<file path="config.mk">
export PLATFORM = sky130hd
export DESIGN_NAME = led_channel_frame_chaser
export DESIGN_NICKNAME = d
export VERILOG_FILES = /design/src/rtl/lcfc_pkg.sv /design/src/rtl/led_channel_frame_chaser.sv /design/src/rtl/lcfc_cell.sv
export SDC_FILE = /design/constraint.sdc
export NUM_CORES = 1
export LEC_CHECK = 0
export ABC_CLOCK_PERIOD_IN_PS = 3650
export BUFFER_PORTS_ARGS = -buffer_cell sky130_fd_sc_hd__buf_2
export CORE_ASPECT_RATIO = 0.8
export CORE_UTILIZATION = 55
export CTS_CLUSTER_SIZE = 24
export DETAILED_ROUTE_END_ITERATION = 12
export HOLD_SLACK_MARGIN = 0.06
export PLACE_DENSITY = 0.75
export SYNTH_ARGS = -nofsm -noshare
export SYNTH_HDL_FRONTEND = slang
export SYNTH_SLANG_ARGS = --single-unit
</file>
<file path="constraint.sdc">
create_clock -name clk_i -period 3.65 [get_ports clk_i]
set_input_delay 0.73 -clock clk_i [delete_from_list [all_inputs] [get_ports clk_i]]
set_output_delay 0.73 -clock clk_i [all_outputs]
set_load 0.005 [all_outputs]
</file>
<file path="src/rtl/lcfc_pkg.sv">
// ----------------------------------------------------------------------------
// LED channel frame chaser package
// Shared types, constants and the channel send order for the frame chaser.
// ----------------------------------------------------------------------------
`default_nettype none

package lcfc_pkg;

  localparam int unsigned Channels    = 12;
  localparam int unsigned FrameWords  = Channels + 1;
  localparam int unsigned ChanW       = $clog2(Channels);
  localparam int unsigned CntW        = $clog2(FrameWords);
  localparam logic [15:0] CmdWord     = 16'h0410;
  localparam logic [31:0] ChaseStepMs = 32'd500;
  localparam logic [31:0] ChaseIdleMs = 32'd2000;
  localparam logic [7:0]  BrightReset = 8'd15;

  typedef enum logic [1:0] {
    ReqShow  = 2'd0,
    ReqMulti = 2'd1,
    ReqTick  = 2'd2
  } req_e;

  typedef struct packed {
    logic [1:0]          req_type;
    logic [3:0]          key_index;
    logic [Channels-1:0] light_mask;
    logic [31:0]         now_ms;
  } in_t;

  typedef struct packed {
    logic [15:0] frame_word;
    logic        is_command;
    logic        latch_after;
  } out_t;

  typedef struct packed {
    logic load;
    logic rotate;
  } cell_ctrl_t;

  // Channel held by each ring position, in the order the driver expects.
  function automatic logic [ChanW-1:0] send_chan(input logic [ChanW-1:0] pos);
    logic [ChanW-1:0] chan;
    case (pos)
      4'd0:    chan = 4'd2;
      4'd1:    chan = 4'd1;
      4'd2:    chan = 4'd0;
      4'd3:    chan = 4'd5;
      4'd4:    chan = 4'd4;
      4'd5:    chan = 4'd3;
      default: chan = pos;
    endcase
    return chan;
  endfunction

endpackage

`default_nettype wire

</file>
<file path="src/rtl/led_channel_frame_chaser.sv">
// ----------------------------------------------------------------------------
// LED channel frame chaser
// Twelve-channel LED level store with a running-light chase, emitting
// thirteen-word driver frames.
// ----------------------------------------------------------------------------
// A request is taken only while no frame is being sent. A show, multi or
// chase-step tick is accepted and then sent as thirteen output beats; a
// tick that produces no frame leaves the block idle and ready. Each frame
// is read from the ring of twelve channel cells, which rotates by one
// position per data beat so that the head cell always holds the next word's
// level. After the twelfth rotation the ring is back in its original order,
// so the levels survive the frame unchanged. Brightness is written through
// its own port, which is always ready; it should only be written while idle.
`default_nettype none

module led_channel_frame_chaser (
  input  wire logic           clk_i,
  input  wire logic           rst_ni,
  input  wire logic           in_valid_i,
  output logic                in_ready_o,
  input  wire lcfc_pkg::in_t  in_data_i,
  output logic                out_valid_o,
  input  wire logic           out_ready_i,
  output lcfc_pkg::out_t      out_data_o,
  input  wire logic           cfg_valid_i,
  output logic                cfg_ready_o,
  input  wire logic [7:0]     cfg_data_i
);

  typedef enum logic {
    StIdle,
    StEmit
  } state_e;

  localparam logic [lcfc_pkg::CntW-1:0] LastWord =
    lcfc_pkg::CntW'(lcfc_pkg::FrameWords - 1);
  localparam logic [lcfc_pkg::ChanW-1:0] LastChan =
    lcfc_pkg::ChanW'(lcfc_pkg::Channels - 1);
  localparam logic [lcfc_pkg::ChanW-1:0] NumChan =
    lcfc_pkg::ChanW'(lcfc_pkg::Channels);

  state_e                        state_q, state_d;
  logic [lcfc_pkg::CntW-1:0]     cnt_q, cnt_d;
  logic [lcfc_pkg::ChanW-1:0]    pos_q, pos_d;
  logic [31:0]                   deadline_q, deadline_d;
  logic                          chase_on_q, chase_on_d;
  logic [7:0]                    bright_q, bright_d;

  logic                          in_fire;
  logic                          out_fire;
  logic [lcfc_pkg::Channels-1:0] lit;
  lcfc_pkg::cell_ctrl_t          cell_ctrl;
  logic [7:0]                    ring_level [lcfc_pkg::Channels];

  assign in_ready_o  = (state_q == StIdle);
  assign in_fire     = in_valid_i && in_ready_o;
  assign out_valid_o = (state_q == StEmit);
  assign out_fire    = out_valid_o && out_ready_i;
  assign cfg_ready_o = 1'b1;

  // Request decode and chase bookkeeping. Every frame-producing request
  // reloads all cells at once from the lit vector, indexed by channel.
  always_comb begin
    state_d          = state_q;
    cnt_d            = cnt_q;
    pos_d            = pos_q;
    deadline_d       = deadline_q;
    chase_on_d       = chase_on_q;
    bright_d         = bright_q;
    lit              = '0;
    cell_ctrl.load   = 1'b0;
    cell_ctrl.rotate = 1'b0;

    if (cfg_valid_i) begin
      bright_d = cfg_data_i;
    end

    if (in_fire) begin
      unique case (in_data_i.req_type)
        lcfc_pkg::ReqShow: begin
          chase_on_d = 1'b0;
          if (in_data_i.key_index < NumChan) begin
            lit = lcfc_pkg::Channels'(1) << in_data_i.key_index;
          end
          cell_ctrl.load = 1'b1;
        end
        lcfc_pkg::ReqMulti: begin
          chase_on_d     = 1'b0;
          lit            = in_data_i.light_mask;
          cell_ctrl.load = 1'b1;
        end
        lcfc_pkg::ReqTick: begin
          if (chase_on_q && (deadline_q < in_data_i.now_ms)) begin
            // Chase step: light the current position and move on.
            deadline_d = in_data_i.now_ms + lcfc_pkg::ChaseStepMs;
            if (pos_q < NumChan) begin
              lit = lcfc_pkg::Channels'(1) << pos_q;
            end
            // The position wraps after the last channel, and an out-of-range
            // position restarts at zero.
            pos_d          = (pos_q >= LastChan) ? '0 : pos_q + 1'b1;
            cell_ctrl.load = 1'b1;
          end else if ((deadline_q + lcfc_pkg::ChaseIdleMs) < in_data_i.now_ms) begin
            // Quiet for long enough: start the chase with the next tick.
            chase_on_d = 1'b1;
          end
        end
        default: begin
          // Unused request code: nothing changes.
        end
      endcase
      if (cell_ctrl.load) begin
        state_d = StEmit;
        cnt_d   = '0;
      end
    end

    // Each data beat rotates the ring so the next channel reaches the head.
    if (out_fire) begin
      cell_ctrl.rotate = (cnt_q != '0);
      if (cnt_q == LastWord) begin
        state_d = StIdle;
        cnt_d   = '0;
      end else begin
        cnt_d = cnt_q + 1'b1;
      end
    end
  end

  always_ff @(posedge clk_i or negedge rst_ni) begin
    if (!rst_ni) begin
      state_q    <= StIdle;
      cnt_q      <= '0;
      pos_q      <= '0;
      deadline_q <= '0;
      chase_on_q <= 1'b0;
      bright_q   <= lcfc_pkg::BrightReset;
    end else begin
      state_q    <= state_d;
      cnt_q      <= cnt_d;
      pos_q      <= pos_d;
      deadline_q <= deadline_d;
      chase_on_q <= chase_on_d;
      bright_q   <= bright_d;
    end
  end

  // Ring of channel cells in send order: position zero is the head, and each
  // cell takes its successor's level when the ring rotates.
  for (genvar g = 0; g < lcfc_pkg::Channels; g++) begin : g_cell
    localparam int unsigned Next = (g + 1) % lcfc_pkg::Channels;
    logic [lcfc_pkg::ChanW-1:0] chan;
    logic [7:0]                 load_level;

    assign chan       = lcfc_pkg::send_chan(lcfc_pkg::ChanW'(g));
    assign load_level = lit[chan] ? bright_q : 8'h00;

    lcfc_cell u_cell (
      .clk_i        (clk_i),
      .rst_ni       (rst_ni),
      .ctrl_i       (cell_ctrl),
      .load_level_i (load_level),
      .next_level_i (ring_level[Next]),
      .level_o      (ring_level[g])
    );
  end

  // The first beat of a frame is the command word; the rest come from the
  // head cell, and the latch mark rides on the final beat.
  always_comb begin
    out_data_o.is_command  = (cnt_q == '0);
    out_data_o.latch_after = (cnt_q == LastWord);
    out_data_o.frame_word  = out_data_o.is_command ? lcfc_pkg::CmdWord
                                                   : {8'h00, ring_level[0]};
  end

endmodule

`default_nettype wire

</file>
<file path="src/rtl/lcfc_cell.sv">
// ----------------------------------------------------------------------------
// LED channel cell
// Holds one channel level; loads a new level or takes its neighbour's level.
// ----------------------------------------------------------------------------
`default_nettype none

module lcfc_cell (
  input  wire logic                clk_i,
  input  wire logic                rst_ni,
  input  wire lcfc_pkg::cell_ctrl_t ctrl_i,
  input  wire logic [7:0]          load_level_i,
  input  wire logic [7:0]          next_level_i,
  output logic [7:0]               level_o
);

  logic [7:0] level_q, level_d;

  always_comb begin
    level_d = level_q;
    if (ctrl_i.load) begin
      level_d = load_level_i;
    end else if (ctrl_i.rotate) begin
      level_d = next_level_i;
    end
  end

  always_ff @(posedge clk_i or negedge rst_ni) begin
    if (!rst_ni) begin
      level_q <= 8'h00;
    end else begin
      level_q <= level_d;
    end
  end

  assign level_o = level_q;

endmodule

`default_nettype wire

</file>
==> impl_metrics.py <==
metrics = {
    "worst_setup_path": {
        "crit_path_start_kind": "flop",
        "path_class": "reg2reg",
        "max_stage_delay_ns": 0.51,
        "end_kind": "flop",
        "worst_r2r_path_depth": 14,
        "arrival_ns": 3.78,
        "worstPathRequired_ns": 4.00,
        "critical_path.cell_chain": "or3_1, a2111o_1, and4_1, nand2_1, nor2_1, nand2_1, xnor2_1, ha_1, a21o_1, a21oi_1, nor2b_1, a2111oi_2, a31oi_1, nor2_1",
        "worst_path_max_delay_cell": "sky130_fd_sc_hd__a2111o_1",
        "crit_path_max_fanout": 5,
    },
    "timing": {
        "final-hold-violation-count": 0,
        "grt_setup_unrepaired": "no",
        "maxSlewHeadroom": 0.436,
        "period_share": 0.939,
        "final.min_clock_period_ns": 3.43,
        "maxSlewViolCount": 0,
        "report.final.setup_viol": 0,
        "fin_worst_skew_ns": 0.0176,
        "fmaxAchievable_ghz": 0.292,
        "fin_tns_setup_ns": 0,
        "tightestPinTransition_ns": 0.841,
    },
    "outcome": {
        "outcome": "finished, final reports clean",
    },
    "routing": {
        "drt-initial-drc-count": 799,
        "route.vias.total": 7890,
        "post_drt_via_cell_ratio": 5.99,
        "postRouteWirelength_um": 24100,
        "routed_wire_length_per_instance_um": 18.3,
        "post-route-drc-count": 0,
        "route.antenna.remaining_nets": 0,
        "firstDrtPassIters": 5,
    },
    "floorplanning": {
        "die_height_um": 119,
        "floorplan.initialDensity": 0.566,
        "coreArea_um2": 16700,
        "num_rows": 42,
        "die_w_um": 148,
        "top_level_ports": 84,
        "fp.dieArea_um2": 17700,
    },
    "yosys": {
        "synth_async_sr_flop_share": 1.00,
        "yosys_warnings": 0,
        "netlist_instances": 1015,
        "number_of_flops_mapped_to_enable_cells_by_yosys": 0,
        "post_synth_instance_area_um2": 9430,
        "synth_top_cells_by_count": "sky130_fd_sc_hd__dfrtp_1, sky130_fd_sc_hd__nand2_1, sky130_fd_sc_hd__and3_1",
        "post-synth-top-area-fraction": 0.377,
        "synth-main-ff-cell": "sky130_fd_sc_hd__dfrtp_1",
        "synth_area_leaders": "sky130_fd_sc_hd__dfrtp_1, sky130_fd_sc_hd__ha_1, sky130_fd_sc_hd__nand2_1",
        "synth.avg_cell_area_um2": 9.29,
        "yosysMostFrequentCell": "sky130_fd_sc_hd__dfrtp_1",
        "yosys.area.top_type": "sky130_fd_sc_hd__dfrtp_1",
        "synth.distinct_cells": 67,
        "ys_seq_area_frac": 0.388,
        "register_bit_count_reported_by_yosys": 146,
    },
    "power": {
        "powerDensity_nw_per_um2": 643,
        "ir_drop_mv": 0.380,
        "cellLeakagePower_uw": 0.00545,
    },
    "clocking": {
        "numClockSinks": 146,
        "worst_skew_pair.late_latency_ns": 0.43,
        "cts_repair_resize_count": 0,
        "clock_tree_from_tritoncts": "yes",
        "cts_buffer_depth": 2,
        "ctsRootBufferMaster": "sky130_fd_sc_hd__clkbuf_16",
        "cts_buffers": 17,
        "cts_hold_buffers": 0,
        "cts_setup_buffers": 0,
        "clock_tree.htree_level_count": 4,
        "cts.clk_slew.worst_paths_ns": 0.06,
    },
    "global_routing": {
        "track_usage": 0.288,
        "grt_remaining_overflow": 0,
        "grt_first_pass_wirelength_um": 39900,
        "grt_max_degree": 68,
        "initial_antenna_violation_count": 1,
        "number_of_global_route_vias_before_repair": 7498,
    },
    "worst_hold_path": {
        "worstHoldPathType": "in2async",
    },
    "layout": {
        "layout-drive-gt1-share": 0.164,
        "finalInstanceArea_um2": 10700,
        "synthToLayoutAreaGrowth_pct": 13.9,
        "fin_util": 0.645,
        "nNetsFinal": 1215,
    },
    "job": {
        "drv.max_cap_violation_count": 0,
    },
    "placed_design": {
        "post_dp_cell_area_um2": 10100,
        "io_buffer_count": 75,
        "gpl.final_weighted_congestion": 0.924,
        "place_hpwl_um": 17500,
    },
}
kinds of logic (layout without fill, tap and decap cells):
family          count (synthesis)  in the layout  share of synthesized area
mux                            31             31                     0.0426
buf+inv                       113            188                     0.0520
flops                         146            146                      0.388
simple gates                  421            421                      0.227
xor+xnor                       51             51                     0.0474
other cells                     2              9                   0.000797
compound gates                182            182                      0.151
fa+ha+maj                      69             69                     0.0916
sequential cells by signal, summed over array words and instances (netlist names):
signal                 count
deadline_q                32
g_cell.u_cell.level_o     96
pos_q                      4
bright_q                   8
chase_on_q                 1
cnt_q                      4
out_valid_o                1
final timing paths:
kind / start / end / slack [ns]
worst max-delay path: deadline_q[7] / chase_on_q / 0.22
worst min register to register: g_cell[9].u_cell.level_o[4] / g_cell[9].u_cell.level_o[4] / 0.51
max in group asynchronous: rst_ni / bright_q[3] / 2.43
min in group clk_i: g_cell[9].u_cell.level_o[4] / g_cell[9].u_cell.level_o[4] / 0.51
worst max register to register: deadline_q[7] / chase_on_q / 0.22
worst min-delay path: rst_ni / g_cell[3].u_cell.level_o[2] / 0.33
cells in the final DEF (no fill, tap or decap), types with 11 or more instances in the layout:
| cell | synthesis | final |
|---|---|---|
| sky130_fd_sc_hd__nand4_1 | 14 | 14 |
| sky130_fd_sc_hd__and3_1 | 74 | 74 |
| sky130_fd_sc_hd__nand2_1 | 140 | 140 |
| sky130_fd_sc_hd__nor2b_1 | 11 | 11 |
| sky130_fd_sc_hd__mux2_2 | 13 | 13 |
| sky130_fd_sc_hd__nand3_1 | 64 | 63 |
| sky130_fd_sc_hd__a221o_1 | 47 | 47 |
| sky130_fd_sc_hd__clkbuf_16 | 0 | 17 |
| sky130_fd_sc_hd__o21ai_0 | 39 | 39 |
| sky130_fd_sc_hd__and2_1 | 34 | 34 |
| sky130_fd_sc_hd__inv_1 | 52 | 52 |
| sky130_fd_sc_hd__dfrtp_1 | 142 | 142 |
| sky130_fd_sc_hd__a211oi_1 | 14 | 14 |
| sky130_fd_sc_hd__nand2b_1 | 15 | 14 |
| sky130_fd_sc_hd__ha_1 | 69 | 69 |
| sky130_fd_sc_hd__xnor2_1 | 41 | 41 |
| sky130_fd_sc_hd__buf_2 | 11 | 74 |
| sky130_fd_sc_hd__nor2_1 | 34 | 33 |
| sky130_fd_sc_hd__nor3_1 | 14 | 14 |
| sky130_fd_sc_hd__buf_4 | 10 | 25 |
| sky130_fd_sc_hd__a21oi_1 | 23 | 23 |
| sky130_fd_sc_hd__mux2_4 | 15 | 15 |
power breakdown:
| part | internal [uW] | total [uW] | switching [uW] |
|---|---|---|---|
| registers | 2160 | 2570 | 409 |
| logic | 1150 | 2410 | 1270 |
| clock network | 1190 | 1910 | 725 |
| total | 4500 | 6900 | 2400 |
metal layers:
layer | routed length [um] | share of wire | GRT usage
met1 | 12500 | 0.52 | 0.466
met2 | 9720 | 0.40 | 0.386
met3 | 1560 | 0.065 | 0.0625
met4 | 265 | 0.011 | 0.0612
met5 | 0 | 0 | 0
final cells by class:
class	instances	area, um^2
antenna	1	2.50
fill	1369	5920
clock inverter	11	176
timing repair buffer	104	649
clock buffer	21	460
inverter	52	195
tap	220	275
multi-input combinational	762	5320
sequential	146	3660
critical path, delay by kind of cell (launching register included):
| family | cells | cell delay, ns |
|---|---|---|
| AOI/OAI and AO/OA | 5 | 1.32 |
| and+or+nand+nor | 7 | 1.21 |
| xor gates and xnor gates | 1 | 0.12 |
| DFF | 1 | 0.44 |
| adders and majority gates | 1 | 0.27 |
through the flow:
step	power, uW	setup WS, ns	cells	hold WS, ns
5_1_grt	7350	0.000180	1317	0.363
3_3_place_gp	4870	0.206	1284	0.486
3_5_place_dp	4950	0.0882	1284	0.492
4_1_cts	6880	0.166	1316	0.342
6_report	6900	0.224	1317	0.326
2_1_floorplan	4240	0.611	1021	0.434
Power figures use the tool's default switching activity.
